==> config.mk <==
export PLATFORM = sky130hd
export DESIGN_NAME = ilie_cell
export DESIGN_NICKNAME = d
export VERILOG_FILES = /design/src/hw/rtl/indexed_list_insert_erase_unit_macros.svh /design/src/hw/rtl/ilie_pkg.sv /design/src/hw/rtl/ilie_cell.sv
export SDC_FILE = /design/constraint.sdc
export NUM_CORES = 1
export LEC_CHECK = 0
export ABC_AREA = 1
export BUFFER_PORTS_ARGS = -buffer_cell sky130_fd_sc_hd__clkbuf_2
export CORE_MARGIN = 2
export CORE_UTILIZATION = 44
export CTS_CLUSTER_SIZE = 8
export DETAILED_ROUTE_END_ITERATION = 12
export PLACE_DENSITY = 0.9
export SYNTH_ARGS = -nofsm -noshare
export SYNTH_HDL_FRONTEND = slang
export SYNTH_SLANG_ARGS = --single-unit
==> constraint.sdc <==
create_clock -name clk -period 9 [get_ports clk]
set_clock_uncertainty 0.1 [all_clocks]
set_input_delay 1.8 -clock clk [delete_from_list [all_inputs] [get_ports clk]]
set_output_delay 1.8 -clock clk [all_outputs]
set_load 0.05 [all_outputs]
==> src/hw/rtl/indexed_list_insert_erase_unit_macros.svh <==
// Assertion helpers for the list RTL.
`ifndef INDEXED_LIST_INSERT_ERASE_UNIT_MACROS_SVH
`define INDEXED_LIST_INSERT_ERASE_UNIT_MACROS_SVH

// Same-cycle implication, off while in reset.
`define ILIE_ASSERT_IMP(lbl, clk, rst_n, ante, cons) \
  lbl: assert property (@(posedge clk) disable iff (!rst_n) (ante) |-> (cons)) \
    else $error("same-cycle check failed");

// Next-cycle implication, off while in reset.
`define ILIE_ASSERT_NXT(lbl, clk, rst_n, ante, cons) \
  lbl: assert property (@(posedge clk) disable iff (!rst_n) (ante) |=> (cons)) \
    else $error("next-cycle check failed");

`endif

==> src/hw/rtl/ilie_pkg.sv <==
package ilie_pkg;

  localparam int FUNC_W    = 3;
  localparam int POS_W     = 6;
  localparam int WORD_W    = 32;
  localparam int STATUS_W  = 2;
  localparam int COUNT_W   = 7;
  localparam int DEPTH_DEF = 64;

  localparam logic [WORD_W-1:0] WORD_ERR = '1;

  typedef enum logic [FUNC_W-1:0] {
    FN_APPEND = 3'd0,
    FN_INSERT = 3'd1,
    FN_READ   = 3'd2,
    FN_REMOVE = 3'd3,
    FN_ERASE  = 3'd4
  } func_t;

  typedef enum logic [STATUS_W-1:0] {
    ST_OK    = 2'd0,
    ST_RANGE = 2'd1,
    ST_EMPTY = 2'd2,
    ST_FULL  = 2'd3
  } status_t;

  // Per-cycle command broadcast to every cell of the chain.
  typedef struct packed {
    logic shift_up;  // insert/append: cells at/above index move up
    logic shift_dn;  // erase: cells at/above index take right neighbor
  } cell_op_t;

endpackage

==> src/hw/rtl/ilie_cell.sv <==
module ilie_cell import ilie_pkg::*; #(
  parameter int IDX_W = 6,
  parameter int IDX   = 0
) (
  input  logic              clk,
  input  cell_op_t          op,
  input  logic [IDX_W-1:0]  sel_idx,
  input  logic [WORD_W-1:0] word,
  input  logic [WORD_W-1:0] left_i,
  input  logic [WORD_W-1:0] right_i,
  output logic [WORD_W-1:0] data_o,
  output logic [WORD_W-1:0] rd_o
);

  localparam logic [IDX_W-1:0] MY_IDX = IDX_W'(IDX);

  logic [WORD_W-1:0] data_r;
  logic [WORD_W-1:0] data_nxt;
  logic              eq;
  logic              ge;

  assign eq = (MY_IDX == sel_idx);
  assign ge = (MY_IDX >= sel_idx);

  always_comb begin
    data_nxt = data_r;
    priority if (op.shift_up) begin
      if (eq) begin
        data_nxt = word;
      end else if (ge) begin
        data_nxt = left_i;
      end
    end else if (op.shift_dn) begin
      if (ge) begin
        data_nxt = right_i;
      end
    end else begin
      data_nxt = data_r;
    end
  end

  always_ff @(posedge clk) begin
    data_r <= data_nxt;
  end

  assign data_o = data_r;
  // Only the addressed cell contributes to the read bus.
  assign rd_o   = data_r & {WORD_W{eq}};

endmodule
==> results of run 1 <==
[cell usage in the layout (no fill, tap or decap)]
cell         n
nor2_2       3
clkbuf_8     5
clkbuf_2   168
nand2_1     96
nand4_1     32
edfxtp_1    32
buf_4        4
inv_1       96
nand3_2      1
nor2_4       1
nand3_1     32
clkinv_2     1
nor2_1      33
inv_2        1
bufinv_16    1
clkbuf_1     1
[power groups by stage]
stage               Sequential (mW)  Combinational [mW]  Clock (mW)
finish                        0.168              0.0705       0.133
global placement              0.171              0.0686           0
floorplan                     0.175              0.0345           0
global route                  0.168              0.0783       0.140
detailed placement            0.171              0.0703           0
CTS                           0.167              0.0705       0.138
[metal layers]
metal / global-route usage [%] / vias up / routed length [microns]
li1: - / 1372 / -
met1: 23.1 / 1182 / 2520
met2: 43.2 / 149 / 3450
met3: 4.15 / 14 / 565
met4: 7.09 / 0 / 104
met5: 0 / - / 0
[worst min-delay path, cell delays in order]
cell and delay [ns]:
clkbuf_2 0.07, nand2_1 0.04, nand2_1 0.05
[worst min path at each step]
stage	from	endpoint	depth (start not counted)
after CTS	right_i[25]	data_o[25]$_DFFE_PP_	3
after global routing	right_i[11]	data_o[11]$_DFFE_PP_	3
after global placement	right_i[17]	data_o[17]$_DFFE_PP_	3
after detailed placement	right_i[25]	data_o[25]$_DFFE_PP_	3
final	right_i[25]	data_o[25]$_DFFE_PP_	3
after floorplan	right_i[0]	data_o[0]$_DFFE_PP_	2
[layout make-up]
class	count	share of cell area [%]
clock buffers	6	2.22
clock inverters	2	1.07
inverters	97	11.1
multi-input cells	198	27.0
flip-flops and latches	32	29.3
well taps	70	2.67
repair buffers	172	26.6
[cells by family (layout without fill, tap and decap cells)]
kind of cell           after synthesis  in the layout  synth area share [%]
DFF                                 32             32                  41.6
buffers and inverters              120            277                  20.6
and+or+nand+nor                    198            198                  37.8
[per-stage QoR]
step                total power [mW]  utilization [%]
global placement               0.239             62.4
global route                   0.386             64.5
floorplan                      0.210                -
detailed placement             0.241             62.4
CTS                            0.376             64.5
finish                         0.371             64.5
==> metrics, run 1 <==
CP bufs+invs 4; Final Cell Area 3280 sq um; fill count 467; Synth async-reset ratio 0%; Arr. time, crit path 3.82 ns; cell depth of the worst setup path 7; slowest CP cell nand3_2; CP max stage delay 0.59 ns; # hold bufs at CTS 0; top cell type's share of synthesized area 41.6%; fin nets 611; CP Cell Sequence clkbuf_2 -> nor2_2 -> buf_4 -> nand3_2 -> buf_4 -> nor2_1 -> clkbuf_2; Synth warnings 0; number of global-route vias before repair 2,545; status complete, no violations; initial core utilization 45.5%; GRT overflow 0; clk root buf clkbuf_8; via count 2,717; HP Class primary input to flip-flop; Post-synth EDFFs 32; number of diodes 0; Synth area leaders edfxtp_1, inv_1, nand2_1; post-detailed-route DRC marker count 0; multi-input logic area 885 sq um; syn_nets 455; LEAKAGE 2.10 nW; Final Hold Viols 0; area grow syn2layout 42.0%; peak supply drop 0.0675 mV; placed instance area 3170 sq um; Starting DRT DRC Count 101; Least-Margin Pin Slew 0.896 ns; Largest register FFs 32; critical path startpoint sel_idx[1]; IO Pins 169; pre-CTS WS 3.27 ns; sw frac 25.1%; flop and latch count out of synthesis 32; sw power 93.3 uW; Combinational Power Share 19.0%; Final setup violation count 0; Via density 4.71; RSZ-0062 raised after global routing no; postcts setup bufs 0; CTS max path bufs 2; clock slew at reported path FFs 0.07 ns; Synth Area per Inst 6.59 sq um; required time worst endpoint 7.10 ns; GRT Total Usage 21.9%; synthesized area 2310 sq um; Largest delay share family, worst path buffers and inverters; post-synthesis instance total 350; WHS 1.69 ns; FF/Latch Area 961 sq um; sequential fraction of the synthesis area 41.6%; Cell Rows 26; pin count of the biggest net entering global routing 36; Worst Setup Slack, final 3.28 ns; CTS tree done; Non-Filler Instances 577; slew margin rel. 40.1%; CP Capture Type output pin; routed wire length 6640 microns; initial antenna violation count 0; Fin Setup TNS 0 ns; wire per inst 11.5 microns; die width 76.4 microns; Primary FF master, synth edfxtp_1; fmax 175 MHz; Tmin final 5.72 ns; GP Congestion 0.916; H-Tree Depth 2; number of max-cap violations 0; drt pass-1 iters 5; Pint 278 uW; critical path endpoint rd_o[1]; crit start category primary input; Seq pwr share 45.1%; CTS buffer count 5; global-route wire length before repair 10,500 microns; chip height 76.4 microns; hpwl dp 5040 microns; Setup CP Type primary input to output pin; post-synthesis cell type count 12; layout cells sized above 1 36.5%; Inst Count DP 569; crit share post-route 63.6%; Core Area 5070 sq um; clk sinks 32; area leader, netlist edfxtp_1; port bufs 168; clock power share 35.9%; post-route ant nets 0; DIE AREA 5840 sq um; cts repair resizes 0; synth cell count leaders inv_1, nand2_1, nor2_1; max-slew violations 0; worst-path maximum fanout 35; PwrDens 113 nW/um^2
No activity file was read; power rests on OpenSTA's default activity.
==> run 2: changes to the inputs <==
CORE_UTILIZATION = 37   (was 44)
PLACE_DENSITY = 0.81   (was 0.9)
clock period = 4.67 ns   (was 9 ns; I/O delays follow)
==> run 2 against run 1 <==
Power rose by 94%. Count of clock-buffer cells in the layout fell by 1. Worst hold slack got worse by 0.87 ns. Sequential power rose by 92%.
==> metrics, run 2 (synthesis results as in run 1) <==
CP Capture Type output pin; layout cells sized above 1 36.7% (+0.20 points); CP max stage delay 0.34 ns (-0.25 ns); # hold bufs at CTS 0 (unchanged); most common cell after layout, fill and taps aside clkbuf_2; LEAKAGE 2.11 nW (+0.59%); area grow syn2layout 44.3%; CTS buffer count 5 (unchanged); Worst Setup Slack, final 1.11 ns (-2.17 ns); fmax 281 MHz; worst-path maximum fanout 53 (+51%); most used cell, CP clkbuf_2; H-Tree Depth 2 (unchanged); Final Hold Viols 0 (unchanged); post-route ant nets 0 (unchanged); CP Cell Sequence clkbuf_2 -> nor2_2 -> buf_4 -> nand3_2 -> buf_12 -> nor2_1 -> clkbuf_2; die width 83.0 microns (+8.6%); required time worst endpoint 3.64 ns (-3.46 ns); Setup CP Type primary input to output pin; CTS tree done; Final setup violation count 0 (unchanged); total power 719 uW (+94%); Cell Rows 28 (+7.7%); RSZ-0062 raised after global routing no; routed wire length 6440 microns (-2.9%); PwrDens 216 nW/um^2 (+91%); clk root buf clkbuf_8; number of max-cap violations 0 (unchanged); wire per inst 11.1 microns (-3.8%); Worst Hold Launch right_i[19]; slowest CP cell nand3_2; Arr. time, crit path 2.52 ns (-1.30 ns); postcts setup bufs 0 (unchanged); global-route wire length before repair 10,800 microns (+2.7%); Fin Setup TNS 0 ns (unchanged); clk sinks 32 (unchanged); initial core utilization 38.5% (-7.0 points); peak supply drop 0.0951 mV (+41%); cts repair resizes 0 (unchanged); status complete, no violations; crit start category primary input; CTS max path bufs 2 (unchanged); clock slew at reported path FFs 0.07 ns (about the same); IO Pins 169 (unchanged); number of global-route vias before repair 2,423 (-4.8%); crit share post-route 76.2%; Core Area 5990 sq um (+18%); max-slew violations 0 (unchanged); Via density 4.55 (-3.4%); fin nets 611 (unchanged); Final Cell Area 3330 sq um (+1.6%); Hold Crit Depth 3 (unchanged); chip height 83.0 microns (+8.6%); HP Class primary input to flip-flop; pre-CTS WS 1.16 ns (-2.12 ns); pin count of the biggest net entering global routing 54 (+50%); Tmin final 3.56 ns; drt pass-1 iters 4 (-1); GRT overflow 0 (unchanged); commonest cells after routing, fill and taps aside clkbuf_2, inv_1, nand2_1; hpwl dp 4900 microns (-2.8%); Largest register FFs 32 (unchanged); critical path startpoint sel_idx[1]; GRT Total Usage 18.9% (-3.1 points); number of diodes 0 (unchanged); slew margin rel. 42.1% (+1.9 points); Least-Margin Pin Slew 0.867 ns (-0.0291 ns); placed instance area 3220 sq um (+1.5%); via count 2,647 (-2.6%); DIE AREA 6880 sq um (+18%); initial antenna violation count 0 (unchanged); post-detailed-route DRC marker count 0 (unchanged); port bufs 168 (unchanged); hold endpoint data_o[19]$_DFFE_PP_; GP Congestion 0.814 (-11%); Starting DRT DRC Count 105 (+4.0%)
## run 2: per-layer routing
metal,wire length (microns),GRT usage (%),up-vias
li1,-,-,1374
met3,508,3.98,6
met2,3280,35.1,129
met1,2570,21.5,1138
met4,82,5.51,0
met5,0,0,-
## run 2: area by class of cell
cell class	instances	area, sq um
clock buffer	5	68.8
clock inverter	3	42.5
fill	587	2660
inverter	97	364
multi-input combinational	198	885
sequential	32	961
tap	75	93.8
timing repair buffer	172	913
## run 2: worst max-delay path, delay by kind of cell
family	cells	cell delay [ns]
buffers and inverters	4	0.98
and+or+nand+nor	3	0.56
## run 2: how the worst max path moves through the flow
stage,endpoint,slack [ns],depth (start not counted)
2_1_floorplan,data_o[0]$_DFFE_PP_,1.36,4
3_3_place_gp,rd_o[18],1.22,7
3_5_place_dp,rd_o[12],1.16,7
4_1_cts,rd_o[12],1.16,7
5_1_grt,rd_o[29],1.00,7
6_report,rd_o[29],1.11,7
## run 2: per-stage QoR
stage / utilization (%) / hold slack, ns / instances
floorplan: - / 1.02 / 350
global placement: 53.7 / 1.11 / 574
detailed placement: 53.7 / 1.11 / 574
CTS: 55.6 / 0.811 / 582
global route: 55.6 / 0.808 / 582
finish: 55.6 / 0.823 / 582
## run 2: power by group
part,switching [mW],internal [mW]
Combinational,0.0783,0.0566
Sequential,0.00135,0.321
Clock,0.104,0.158
